<file path="src/rtl/rlfb_pkg.sv">
// Shared types, constants and the log brightness table of the RGB fade/blink sequencer.
package rlfb_pkg;

  // Mode register codes
  localparam logic [1:0] MODE_OFF       = 2'd0;
  localparam logic [1:0] MODE_BLINK     = 2'd1;
  localparam logic [1:0] MODE_FADE_EYE  = 2'd2;
  localparam logic [1:0] MODE_FADE      = 2'd3;

  // Eye LED codes
  localparam logic [1:0] EYE_OFF   = 2'd0;
  localparam logic [1:0] EYE_BLUE  = 2'd1;
  localparam logic [1:0] EYE_GREEN = 2'd2;

  // Configuration register indexes
  localparam logic [1:0] REG_MODE           = 2'd0;
  localparam logic [1:0] REG_BLINK_INTERVAL = 2'd1;
  localparam logic [1:0] REG_FADE_INTERVAL  = 2'd2;

  localparam logic [5:0]  TOP_INDEX   = 6'd40;
  localparam logic [5:0]  FALL_START  = 6'd41;
  localparam logic [15:0] COUNT_MAX   = 16'hFFFF;
  localparam logic [15:0] BLINK_RESET = 16'd4500;
  localparam logic [15:0] FADE_RESET  = 16'd200;

  // Fade position and PWM levels of the three channels (0 red, 1 green, 2 blue)
  typedef struct packed {
    logic [2:0][5:0] rise;
    logic [2:0][5:0] fall;
    logic [2:0][9:0] pwm;
  } fade_state_t;

  // Outcome of one fade step
  typedef struct packed {
    fade_state_t st;
    logic        eye_wr;
    logic [1:0]  eye;
  } fade_res_t;

  // One result transaction
  typedef struct packed {
    logic [9:0] red_level;
    logic [9:0] green_level;
    logic [9:0] blue_level;
    logic [1:0] eye_color;
    logic       stepped;
  } result_t;

  // Logarithmic brightness table, indexes above the top clamp to full scale
  function automatic logic [9:0] log_level(input logic [5:0] idx);
    logic [9:0] v;
    case (idx)
      6'd0:  v = 10'd1;
      6'd1:  v = 10'd1;
      6'd2:  v = 10'd1;
      6'd3:  v = 10'd2;
      6'd4:  v = 10'd2;
      6'd5:  v = 10'd2;
      6'd6:  v = 10'd3;
      6'd7:  v = 10'd3;
      6'd8:  v = 10'd4;
      6'd9:  v = 10'd5;
      6'd10: v = 10'd6;
      6'd11: v = 10'd7;
      6'd12: v = 10'd8;
      6'd13: v = 10'd10;
      6'd14: v = 10'd11;
      6'd15: v = 10'd13;
      6'd16: v = 10'd16;
      6'd17: v = 10'd19;
      6'd18: v = 10'd23;
      6'd19: v = 10'd27;
      6'd20: v = 10'd32;
      6'd21: v = 10'd38;
      6'd22: v = 10'd45;
      6'd23: v = 10'd54;
      6'd24: v = 10'd64;
      6'd25: v = 10'd76;
      6'd26: v = 10'd90;
      6'd27: v = 10'd108;
      6'd28: v = 10'd128;
      6'd29: v = 10'd152;
      6'd30: v = 10'd181;
      6'd31: v = 10'd215;
      6'd32: v = 10'd256;
      6'd33: v = 10'd304;
      6'd34: v = 10'd362;
      6'd35: v = 10'd430;
      6'd36: v = 10'd512;
      6'd37: v = 10'd608;
      6'd38: v = 10'd723;
      6'd39: v = 10'd860;
      default: v = 10'd1023;
    endcase
    return v;
  endfunction

endpackage

</file>
<file path="src/rtl/rlfb_fade.sv">
// Combinational fade step: advances the first unfinished channel or rewraps all.
module rlfb_fade (
  input  rlfb_pkg::fade_state_t cur_i,
  input  logic                  eye_colors_i,
  output rlfb_pkg::fade_res_t   res_o
);
  import rlfb_pkg::*;

  always_comb begin
    logic       done;
    logic [5:0] idx;
    done         = 1'b0;
    idx          = '0;
    res_o.st     = cur_i;
    res_o.eye_wr = 1'b0;
    res_o.eye    = EYE_OFF;
    // channels in order: rise first, then fall
    for (int ch = 0; ch < 3; ch++) begin
      if (!done) begin
        if (cur_i.rise[ch] < TOP_INDEX) begin
          idx               = cur_i.rise[ch] + 6'd1;
          res_o.st.rise[ch] = idx;
          res_o.st.pwm[ch]  = log_level(idx);
          if (eye_colors_i && ch == 1) begin
            res_o.eye_wr = 1'b1;
            res_o.eye    = EYE_BLUE;
          end
          if (eye_colors_i && ch == 2) begin
            res_o.eye_wr = 1'b1;
            res_o.eye    = EYE_GREEN;
          end
          done = 1'b1;
        end else if (cur_i.fall[ch] != 6'd0) begin
          idx               = cur_i.fall[ch] - 6'd1;
          res_o.st.fall[ch] = idx;
          res_o.st.pwm[ch]  = log_level(idx);
          done = 1'b1;
        end
      end
    end
    // all channels done: restart the cycle, levels kept
    if (!done) begin
      for (int ch = 0; ch < 3; ch++) begin
        res_o.st.rise[ch] = 6'd0;
        res_o.st.fall[ch] = FALL_START;
      end
    end
  end

endmodule

</file>
<file path="src/rtl/rlfb_core.sv">
// Sequencer state: configuration, tick counter, blink phase, fade position, eye LED.
module rlfb_core (
  input  logic                clk,
  input  logic                rst_n,
  input  logic                cfg_we_i,
  input  logic [1:0]          cfg_index_i,
  input  logic [15:0]         cfg_data_i,
  input  logic                step_en_i,
  input  logic                tick_i,
  output rlfb_pkg::result_t   res_o
);
  import rlfb_pkg::*;

  logic [1:0]  mode_r;
  logic [15:0] blink_int_r;
  logic [15:0] fade_int_r;
  logic [15:0] tick_count_r, tick_count_nxt;
  logic        blink_phase_r, blink_phase_nxt;
  fade_state_t fade_r, fade_nxt;
  logic [1:0]  eye_r, eye_nxt;

  logic        active;
  logic        fire;
  logic [15:0] interval;
  logic [15:0] cnt_inc;
  fade_res_t   fade_res;

  rlfb_fade u_fade (
    .cur_i        (fade_r),
    .eye_colors_i (mode_r == MODE_FADE_EYE),
    .res_o        (fade_res)
  );

  // tick counting against the interval of the current mode
  always_comb begin
    active   = tick_i && (mode_r != MODE_OFF);
    interval = (mode_r == MODE_BLINK) ? blink_int_r : fade_int_r;
    cnt_inc  = (tick_count_r == COUNT_MAX) ? COUNT_MAX : tick_count_r + 16'd1;
    fire     = active && (cnt_inc >= interval);
  end

  // next state for this transaction
  always_comb begin
    tick_count_nxt  = tick_count_r;
    blink_phase_nxt = blink_phase_r;
    fade_nxt        = fade_r;
    eye_nxt         = eye_r;
    if (active) begin
      tick_count_nxt = fire ? 16'd0 : cnt_inc;
    end
    if (fire) begin
      if (mode_r == MODE_BLINK) begin
        eye_nxt         = blink_phase_r ? EYE_BLUE : EYE_GREEN;
        blink_phase_nxt = ~blink_phase_r;
      end else begin
        fade_nxt = fade_res.st;
        if (fade_res.eye_wr) begin
          eye_nxt = fade_res.eye;
        end
      end
    end
  end

  assign res_o.red_level   = fade_nxt.pwm[0];
  assign res_o.green_level = fade_nxt.pwm[1];
  assign res_o.blue_level  = fade_nxt.pwm[2];
  assign res_o.eye_color   = eye_nxt;
  assign res_o.stepped     = fire;

  // state registers; configuration writes take priority
  always_ff @(posedge clk) begin
    if (!rst_n) begin
      mode_r        <= MODE_OFF;
      blink_int_r   <= BLINK_RESET;
      fade_int_r    <= FADE_RESET;
      tick_count_r  <= COUNT_MAX;
      blink_phase_r <= 1'b0;
      for (int ch = 0; ch < 3; ch++) begin
        fade_r.rise[ch] <= 6'd0;
        fade_r.fall[ch] <= FALL_START;
        fade_r.pwm[ch]  <= 10'd0;
      end
      eye_r <= EYE_OFF;
    end else if (cfg_we_i) begin
      case (cfg_index_i)
        REG_MODE: begin
          mode_r       <= cfg_data_i[1:0];
          tick_count_r <= COUNT_MAX;
          if (cfg_data_i[1:0] == MODE_OFF) begin
            eye_r <= EYE_OFF;
          end
        end
        REG_BLINK_INTERVAL: blink_int_r <= cfg_data_i;
        REG_FADE_INTERVAL:  fade_int_r  <= cfg_data_i;
        default: ;
      endcase
    end else if (step_en_i) begin
      tick_count_r  <= tick_count_nxt;
      blink_phase_r <= blink_phase_nxt;
      fade_r        <= fade_nxt;
      eye_r         <= eye_nxt;
    end
  end

  a_step_needs_tick: assert property (@(posedge clk) disable iff (!rst_n)
    fire |-> tick_i && mode_r != MODE_OFF)
    else $error("step without tick or in off mode");

  a_count_restart: assert property (@(posedge clk) disable iff (!rst_n)
    step_en_i && fire && !cfg_we_i |=> tick_count_r == 16'd0)
    else $error("tick count not restarted after step");

  a_eye_code: assert property (@(posedge clk) disable iff (!rst_n)
    eye_r == EYE_OFF || eye_r == EYE_BLUE || eye_r == EYE_GREEN)
    else $error("eye state holds an unused code");

  a_index_range: assert property (@(posedge clk) disable iff (!rst_n)
    fade_r.rise[0] <= TOP_INDEX && fade_r.rise[1] <= TOP_INDEX &&
    fade_r.rise[2] <= TOP_INDEX && fade_r.fall[0] <= FALL_START &&
    fade_r.fall[1] <= FALL_START && fade_r.fall[2] <= FALL_START)
    else $error("fade index out of range");

endmodule

</file>
<file path="src/rtl/rgb_log_fade_blink_sequencer.sv">
// Top level of the RGB log fade / eye blink sequencer: input register, core, result register.
//
// Usage:
//   Input channel (in_valid, in_stall, in_tick): one transaction per clock at most;
//   in_tick = 1 marks a timer base tick, 0 an idle cycle. Every input transaction
//   yields exactly one result transaction, in order.
//   Result channel (out_valid, out_stall, out_*): PWM compare levels of the three
//   channels, the eye LED code and a flag that the transaction took a sequencer step.
//   Configuration (cfg_we, cfg_index, cfg_data): 0 mode, 1 blink interval,
//   2 fade interval; write only while no transaction is in flight. A mode write
//   makes the next tick step; index 3 is ignored.
//   Each transaction passes the input register, then the result register, and a
//   stall on the result side can hold it in either.
//   Throughput: one transaction per cycle while the receiver does not stall, set by
//   the combinational state update between the two registers.
//   Reset (rst_n low, synchronous): both registers empty, mode off, intervals
//   4500 and 200, levels zero, eye off, next tick steps.
//   Receiver stall: the result register holds; in_stall rises only once the input
//   register is also full, so one more transaction is taken under a stall.
module rgb_log_fade_blink_sequencer (
  input  logic        clk,
  input  logic        rst_n,
  input  logic        in_valid,
  output logic        in_stall,
  input  logic        in_tick,
  output logic        out_valid,
  input  logic        out_stall,
  output logic [9:0]  out_red_level,
  output logic [9:0]  out_green_level,
  output logic [9:0]  out_blue_level,
  output logic [1:0]  out_eye_color,
  output logic        out_stepped,
  input  logic        cfg_we,
  input  logic [1:0]  cfg_index,
  input  logic [15:0] cfg_data
);
  import rlfb_pkg::*;

  logic    s1_valid_r;
  logic    s1_tick_r;
  logic    out_valid_r;
  result_t out_r;
  result_t core_res;
  logic    advance;

  // pipeline moves when the result register is free or being drained
  assign advance  = !out_valid_r || !out_stall;
  assign in_stall = s1_valid_r && !advance;

  rlfb_core u_core (
    .clk         (clk),
    .rst_n       (rst_n),
    .cfg_we_i    (cfg_we),
    .cfg_index_i (cfg_index),
    .cfg_data_i  (cfg_data),
    .step_en_i   (s1_valid_r && advance),
    .tick_i      (s1_tick_r),
    .res_o       (core_res)
  );

  // input register
  always_ff @(posedge clk) begin
    if (!rst_n) begin
      s1_valid_r <= 1'b0;
    end else if (!in_stall) begin
      s1_valid_r <= in_valid;
    end
  end

  always_ff @(posedge clk) begin
    if (in_valid && !in_stall) begin
      s1_tick_r <= in_tick;
    end
  end

  // result register
  always_ff @(posedge clk) begin
    if (!rst_n) begin
      out_valid_r <= 1'b0;
    end else if (advance) begin
      out_valid_r <= s1_valid_r;
    end
  end

  always_ff @(posedge clk) begin
    if (advance && s1_valid_r) begin
      out_r <= core_res;
    end
  end

  assign out_valid       = out_valid_r;
  assign out_red_level   = out_r.red_level;
  assign out_green_level = out_r.green_level;
  assign out_blue_level  = out_r.blue_level;
  assign out_eye_color   = out_r.eye_color;
  assign out_stepped     = out_r.stepped;

endmodule

</file>
<file path="config.mk">
export PLATFORM = sky130hd
export DESIGN_NAME = rgb_log_fade_blink_sequencer
export DESIGN_NICKNAME = d
export VERILOG_FILES = /design/src/rtl/rlfb_pkg.sv /design/src/rtl/rlfb_fade.sv /design/src/rtl/rlfb_core.sv /design/src/rtl/rgb_log_fade_blink_sequencer.sv
export SDC_FILE = /design/constraint.sdc
export NUM_CORES = 1
export LEC_CHECK = 0
export BUFFER_PORTS_ARGS = -buffer_cell sky130_fd_sc_hd__buf_2
export CORE_MARGIN = 5
export CORE_UTILIZATION = 30
export CTS_BUF_LIST = sky130_fd_sc_hd__clkbuf_8 sky130_fd_sc_hd__clkbuf_16
export DETAILED_ROUTE_END_ITERATION = 10
export SYNTH_ARGS = -nofsm -noshare
export SYNTH_HDL_FRONTEND = slang
export SYNTH_SLANG_ARGS = --single-unit
</file>
<file path="constraint.sdc">
create_clock -name clk -period 4.2 [get_ports clk]
set_clock_uncertainty 0.1 [all_clocks]
set_input_delay 0.42 -clock clk [delete_from_list [all_inputs] [get_ports clk]]
set_output_delay 0.42 -clock clk [all_outputs]
set_load 0.02 [all_outputs]
</file>
# Word-level counts from Yosys, hierarchy flattened
# Memories as Yosys holds them, arrays and structs flattened.
# Cells that the tools add are included.
[word_totals] latch_bits=0 input_bits=24 wordCells=145 n_memories=6 ramBits=0 regBits=155 output_inout_bits=35 romBits=3840
[mem_list] name="(no name shown)" words=64 width=10 rd=1 rd_ports_with_merged_regs=0 wr=0 line_no="rlfb_pkg.sv:52" rtl="case (idx)"
[mem_list] name="(no name shown)" words=64 width=10 rd=1 rd_ports_with_merged_regs=0 wr=0 line_no="rlfb_pkg.sv:52"
[mem_list] name="(no name shown)" words=64 width=10 rd=1 rd_ports_with_merged_regs=0 wr=0 line_no="rlfb_pkg.sv:52"
[mem_list] name="(no name shown)" words=64 width=10 rd=1 rd_ports_with_merged_regs=0 wr=0 line_no="rlfb_pkg.sv:52"
[mem_list] name="(no name shown)" words=64 width=10 rd=1 rd_ports_with_merged_regs=0 wr=0 line_no="rlfb_pkg.sv:52"
[mem_list] name="(no name shown)" words=64 width=10 rd=1 rd_ports_with_merged_regs=0 wr=0 line_no="rlfb_pkg.sv:52"
[classes] mux=53 eq_ne=18 n_bitwise=3 mul=0 n_lt_le_gt_ge=4 n_addsub=7 shifts=0 reduce_logical=31 n_div=0
[op_table] operator="two-way mux 16 bit" n=7
[op_table] operator="two-way mux 10 bit" n=8
[op_table] operator="two-way mux 6 bit" n=13
[op_table] operator="two-way mux 30 bit" n=2
[op_table] operator="two-way mux 36 bit" n=1
[op_table] operator="!= test 2 bit (second input constant)" n=11
[op_table] operator="adder 6 x 1 -> 6 bit (second input constant)" n=3
[op_table] operator="< comparator 6 bit (second input constant)" n=3
[op_table] operator="two-way mux 3 bit" n=6
[op_table] operator="AND reduction 6 bit" n=3
[op_table] operator="nonzero test 6 bit" n=3
[op_table] operator="subtractor 6 x 1 -> 6 bit (second input constant)" n=3
[op_table] operator="adder 16 x 1 -> 16 bit (second input constant)" n=1
[op_table] operator="equality test 16 bit (second input constant)" n=1
[op_table] operator=">= comparator 16 bit" n=1
[op_table] operator="two-way mux 2 bit" n=8
[op_table] operator="AND reduction 7 bit" n=2
[op_table] operator="two-way mux 1 bit" n=8
[op_table] operator="AND reduction 2 bit" n=4
[op_table] operator="AND reduction 3 bit" n=2
[op_table] operator="nonzero test 2 bit" n=3
[op_table] operator="logical AND 1 bit" n=5
[op_table] operator="AND reduction 5 bit" n=1
[op_table] operator="equality test 2 x 1 -> 1 bit (second input constant)" n=2
[op_table] operator="7 further kinds" n=15

# Longest topological paths before layout
[depth] word_depth=12 depth_mapped=16 mapped_depth_nobuf=14

# Hierarchy
# From an unflattened synthesis, not the netlist that was laid out.
[unflattened] hier_cells=1642 area_unflattened_um2=12774.8
[modules_own_cells] module="rlfb_core" cells_per_inst=691 seq_area_each_um2=2382.3 instances=1 area_per_inst_um2=6114.6
[modules_own_cells] module="rlfb_fade" cells_per_inst=909 seq_area_each_um2=0.0 instances=1 area_per_inst_um2=5555.3
[modules_own_cells] module="rgb_log_fade_blink_sequencer" cells_per_inst=42 seq_area_each_um2=1061.0 instances=1 area_per_inst_um2=1104.8

# Worst setup path after synthesis
# Ideal clock, no wire load.
[synth_timing] kind="register -> register" from="register u_core.mode_r[1]" to="register out_r (netlist bit out_blue_level[0]) (data pin)" slack_ns=0.279 setup_ns=0.260 path_buffers=3 period_less_slack_ns=3.921 required_time_ns=3.840 t_arrival_ns=3.561 stages_incl_launch_ff=13 path_cell_list="dfxtp_1 > nand2b_1 > clkbuf_1 > clkbuf_1 > mux2i_1 > ha_1 > a211oi_1 > nor2_1 > a2111oi_0 > o21ai_0 > clkbuf_1 > nand3_1 > mux2_2"
[synth_rtl] element="start, declared" line_no="rlfb_core.sv:14" rtl="logic [1:0] mode_r;"
[synth_rtl] element="start signal, assigned" line_no="rlfb_core.sv:87" rtl="mode_r <= cfg_data_i[1:0];"
[synth_rtl] element="end signal, assigned" line_no="rgb_log_fade_blink_sequencer.sv:87" rtl="out_r <= core_res;"
[synth_rtl] element="end, declared" line_no="rgb_log_fade_blink_sequencer.sv:42" rtl="result_t out_r;"

==> reports/qor.json <==
{
  "status": "completed",
  "crit_path_start": "u_core.tick_count_r[2]",
  "switching_power_uw": 832.7,
  "avgSynthCellArea_um2": 7.404,
  "end_of_the_worst_hold_path": "s1_tick_r",
  "layout_commonest_cell": "sky130_fd_sc_hd__nand2_1",
  "synth_enable_flop_cells": 34,
  "synth_top_flop_cell": "sky130_fd_sc_hd__dfxtp_1",
  "hold-path-cell-count": 1,
  "timing.hold.worst.class": "primary input to register",
  "wl_cell_um": 17.56,
  "final_critical_path_time_including_i_o_delays_and_setup_ns": 3.900,
  "finish.instance_area_mm2": 0.01367,
  "largest_net_degree_at_the_start_of_global_routing": 67,
  "report.final.slew_viol_count": 0,
  "seq_area_frac_synth_pct": 28.10,
  "globalplace.congestion": 0.9425,
  "post-dp-hpwl_mm": 28.07,
  "ioPinCount": 59,
  "synth_async_sr_flop_share_pct": 0,
  "critPathCaptureType": "register",
  "detail_route.drc_violations": 0,
  "criticalPathCategory": "register to register",
  "postRouteAntennaNets": 0,
  "final_critical_path_setup_slack_ns": 0.3003,
  "yosysUniqueCellTypes": 85,
  "area_growth_syn_to_layout_pct": 11.52,
  "finalNetCount": 1735,
  "combPwrFrac_pct": 5.4,
  "power_frac_clock_pct": 45.9,
  "tritoncts": "yes",
  "post_route_cells_drive_above_1_share_pct": 11.09,
  "power_density_mw_per_mm2": 235.3,
  "swShare_pct": 25.90,
  "post-route-period-util_pct": 92.85,
  "critical-path-top-delay-family": "simple AND/OR/NAND/NOR gates",
  "rows": 74,
  "clk-insertion-delay-late_ns": 0.44,
  "drt_wl_total_mm": 38.63,
  "finish.cell_count_without_fillers": 2200,
  "timing.rr.start": "u_core.tick_count_r[2]",
  "fillCellCount": 4273,
  "worst-r2r-cell-count": 14,
  "grt_antenna_before_repair": 0,
  "gr-total-overflow": 0,
  "placed_cell_area_mm2": 0.01306,
  "max-slew-margin-rel_pct": 24.52,
  "final_cell_mix": "sky130_fd_sc_hd__nand2_1, sky130_fd_sc_hd__a21oi_1, sky130_fd_sc_hd__nor2_1",
  "floorplan.die_area_mm2": 0.04499,
  "timing_hold_violations_final": 0,
  "critical-path-max-stage-delay_ns": 0.42,
  "max-clock-path-buffers": 2,
  "synth-seq-cells": 155,
  "cellLeakagePower_uw": 0.005115,
  "share_seq_of_total_power_pct": 48.7,
  "drc_violation_total_after_the_first_tritonroute_iteration": 1064,
  "mappedNetlistArea_mm2": 0.01225,
  "clk_pin_slew_ns": 0.07,
  "rr_endpoint": "out_green_level[0]",
  "io_buffer_count": 58,
  "timing_worst_slew_pin_value_ns": 1.128,
  "floorplan.initialDensity_pct": 30.15,
  "cts_inserted_buffers": 17,
  "critical_path.n_buffers_inverters": 2,
  "rrSetupSlack_ns": 0.30,
  "floorplan.core_area_mm2": 0.04065,
  "max_cap_violations": 0,
  "grt_pass1_wl_mm": 62.09,
  "cts.root.buffer_cell": "sky130_fd_sc_hd__clkbuf_16",
  "first_pass_iters": 5,
  "slowest_stage_cell_on_the_critical_path": "sky130_fd_sc_hd__dfxtp_1",
  "fmax_mhz": 256.4,
  "diodes": 0,
  "ir_drop_uv": 288.9,
  "floorplan.die.width_um": 212.1,
  "routed-via-count": 12460,
  "h_tree_lvls": 4,
  "worst_setup_slack_post_dpl_ns": -0.1870,
  "synth_nets": 1735,
  "cp.required_ns": 4.30,
  "via_count_of_the_first_global_routing_pass": 11590,
  "post_drt_via_cell_ratio": 5.665,
  "crit_chain": "and4_1 > nand3_1 > nor3_2 > nand3_1 > mux2_2 > ha_1 > nand4_1 > nor3_1 > a2111oi_2 > buf_4 > o21a_2 > nor3_4 > buf_4 > mux2_2",
  "critical_path.max_fanout": 6,
  "total_of_warnings_raised_by_yosys": 0,
  "cts_hold_buf": 0,
  "clkSinkCount": 155,
  "worstHoldStart": "in_tick",
  "post_synth_inst_count": 1655,
  "worstSetupStartpointType": "register",
  "power_report.internal_total_uw": 2382,
  "placed_cells": 2167,
  "critPathArrivalTime_ns": 4.00,
  "report.final.setup_viol": 0,
  "grt_use_total_pct": 16.69,
  "die_y_um": 212.1
}
[repair_timing]
action | 4_1_cts | 5_1_grt
hold endpoints to repair | 0 | 0
cloned | 0 | 0
resized for setup | 4 | 8
setup endpoints to repair | 59 | 71
buffers inserted | 0 | 1
pin swaps | 0 | 1
[registers in the layout, indices dropped and copies added (netlist names)]
name / count
u_core.fade_r: 66
out_eye_color: 2
s1_tick_r: 1
u_core.fade_int_r: 16
out_valid: 1
s1_valid_r: 1
u_core.eye_r: 2
u_core.blink_int_r: 16
out_blue_level: 10
u_core.blink_phase_r: 1
u_core.mode_r: 2
u_core.tick_count_r: 16
out_red_level: 10
out_stepped: 1
out_green_level: 10
[how the worst max path moves through the flow]
stage | end | slack (ns) | depth (start not counted)
after floorplan | out_blue_level[0] | 0.28 | 12
after global placement | out_green_level[5] | -0.01 | 14
after detailed placement | out_green_level[0] | -0.19 | 14
after CTS | out_green_level[0] | 0.05 | 14
after global routing | u_core.fade_r[20] | -0.004 | 15
final | out_green_level[0] | 0.30 | 14
[layout make-up]
class / instances / area [um^2] / share of cell area [%]
inverters: 51 / 191.4 / 1.401
well taps: 532 / 665.6 / 4.871
multi-input cells: 1324 / 8159 / 59.71
flip-flops and latches: 155 / 3443 / 25.20
clock inverters: 15 / 130.1 / 0.9522
repair buffers: 106 / 650.6 / 4.761
clock buffers: 17 / 425.4 / 3.113
[through the flow]
stage	hold WS (ns)	total power (uW)	utilization, %	setup TNS, ns
after floorplan	0.3305	1698	-	0
after global placement	0.3417	1771	32.13	-0.02302
after detailed placement	0.3467	1773	32.13	-3.419
after CTS	0.04134	3251	33.53	0
after global routing	0.04291	3341	33.62	-0.003576
final	0.06062	3215	33.62	0
[Yosys cell counts, types with 8 or more instances]
cell type / instances / area, um^2
sky130_fd_sc_hd__inv_1: 48 / 180.2
sky130_fd_sc_hd__or3_1: 18 / 112.6
sky130_fd_sc_hd__a211oi_1: 12 / 90.09
sky130_fd_sc_hd__o22ai_1: 18 / 112.6
sky130_fd_sc_hd__o21a_1: 12 / 90.09
sky130_fd_sc_hd__a2111oi_0: 10 / 87.58
sky130_fd_sc_hd__o221ai_1: 11 / 96.34
sky130_fd_sc_hd__xnor2_1: 31 / 271.5
sky130_fd_sc_hd__nor3b_1: 9 / 67.56
sky130_fd_sc_hd__nand3_1: 46 / 230.2
sky130_fd_sc_hd__and3_1: 16 / 100.1
sky130_fd_sc_hd__o211ai_1: 13 / 97.59
sky130_fd_sc_hd__a21oi_1: 149 / 745.7
sky130_fd_sc_hd__nand4_1: 16 / 100.1
sky130_fd_sc_hd__clkbuf_1: 102 / 382.9
sky130_fd_sc_hd__a31oi_1: 31 / 193.9
sky130_fd_sc_hd__buf_2: 12 / 60.06
sky130_fd_sc_hd__edfxtp_1: 34 / 1021
sky130_fd_sc_hd__o31ai_1: 8 / 60.06
sky130_fd_sc_hd__nand2_1: 245 / 919.6
sky130_fd_sc_hd__ha_1: 56 / 700.7
sky130_fd_sc_hd__xor2_1: 18 / 157.7
sky130_fd_sc_hd__mux2i_1: 35 / 350.3
sky130_fd_sc_hd__dfxtp_1: 121 / 2422
sky130_fd_sc_hd__o2bb2ai_1: 9 / 78.83
sky130_fd_sc_hd__nor4_1: 8 / 50.05
sky130_fd_sc_hd__o32ai_1: 10 / 87.58
sky130_fd_sc_hd__a311oi_1: 12 / 105.1
sky130_fd_sc_hd__nand2b_1: 19 / 118.9
sky130_fd_sc_hd__o21ai_0: 129 / 645.6
sky130_fd_sc_hd__nor2b_1: 26 / 162.7
sky130_fd_sc_hd__a21o_1: 9 / 67.56
sky130_fd_sc_hd__a22o_1: 11 / 96.34
sky130_fd_sc_hd__and2_1: 9 / 56.30
sky130_fd_sc_hd__nor3_1: 34 / 170.2
sky130_fd_sc_hd__nor2_1: 148 / 555.5
[power groups by stage]
stage / registers, uW / logic (uW) / clock network [uW]
3_5_place_dp: 1600 / 174 / 0
5_1_grt: 1570 / 194 / 1580
6_report: 1560 / 175 / 1470
3_3_place_gp: 1600 / 172 / 0
2_1_floorplan: 1610 / 84.3 / 0
4_1_cts: 1570 / 175 / 1510
[cells by family after synthesis]
logic type                 Yosys count  share of synthesized area [%]
and+or+nand+nor                    634                          24.61
muxes                               42                          3.502
DFF                                155                          28.10
buffers and inverters              176                          5.687
xor gates and xnor gates            51                          3.768
AOI/OAI and AO/OA                  541                          28.62
adders and majority gates           56                          5.718
[per-layer routing]
layer  GRT usage (%)  share of wire (%)  vias to the layer above
met5               0                  0                        -
met4           4.331                1.6                        0
met3           2.612                5.5                       44
met2           27.59                 48                      407
met1           22.83                 45                     5939
li1                -                  -                     6073
Note: power is estimated with default switching activity, not from simulation.
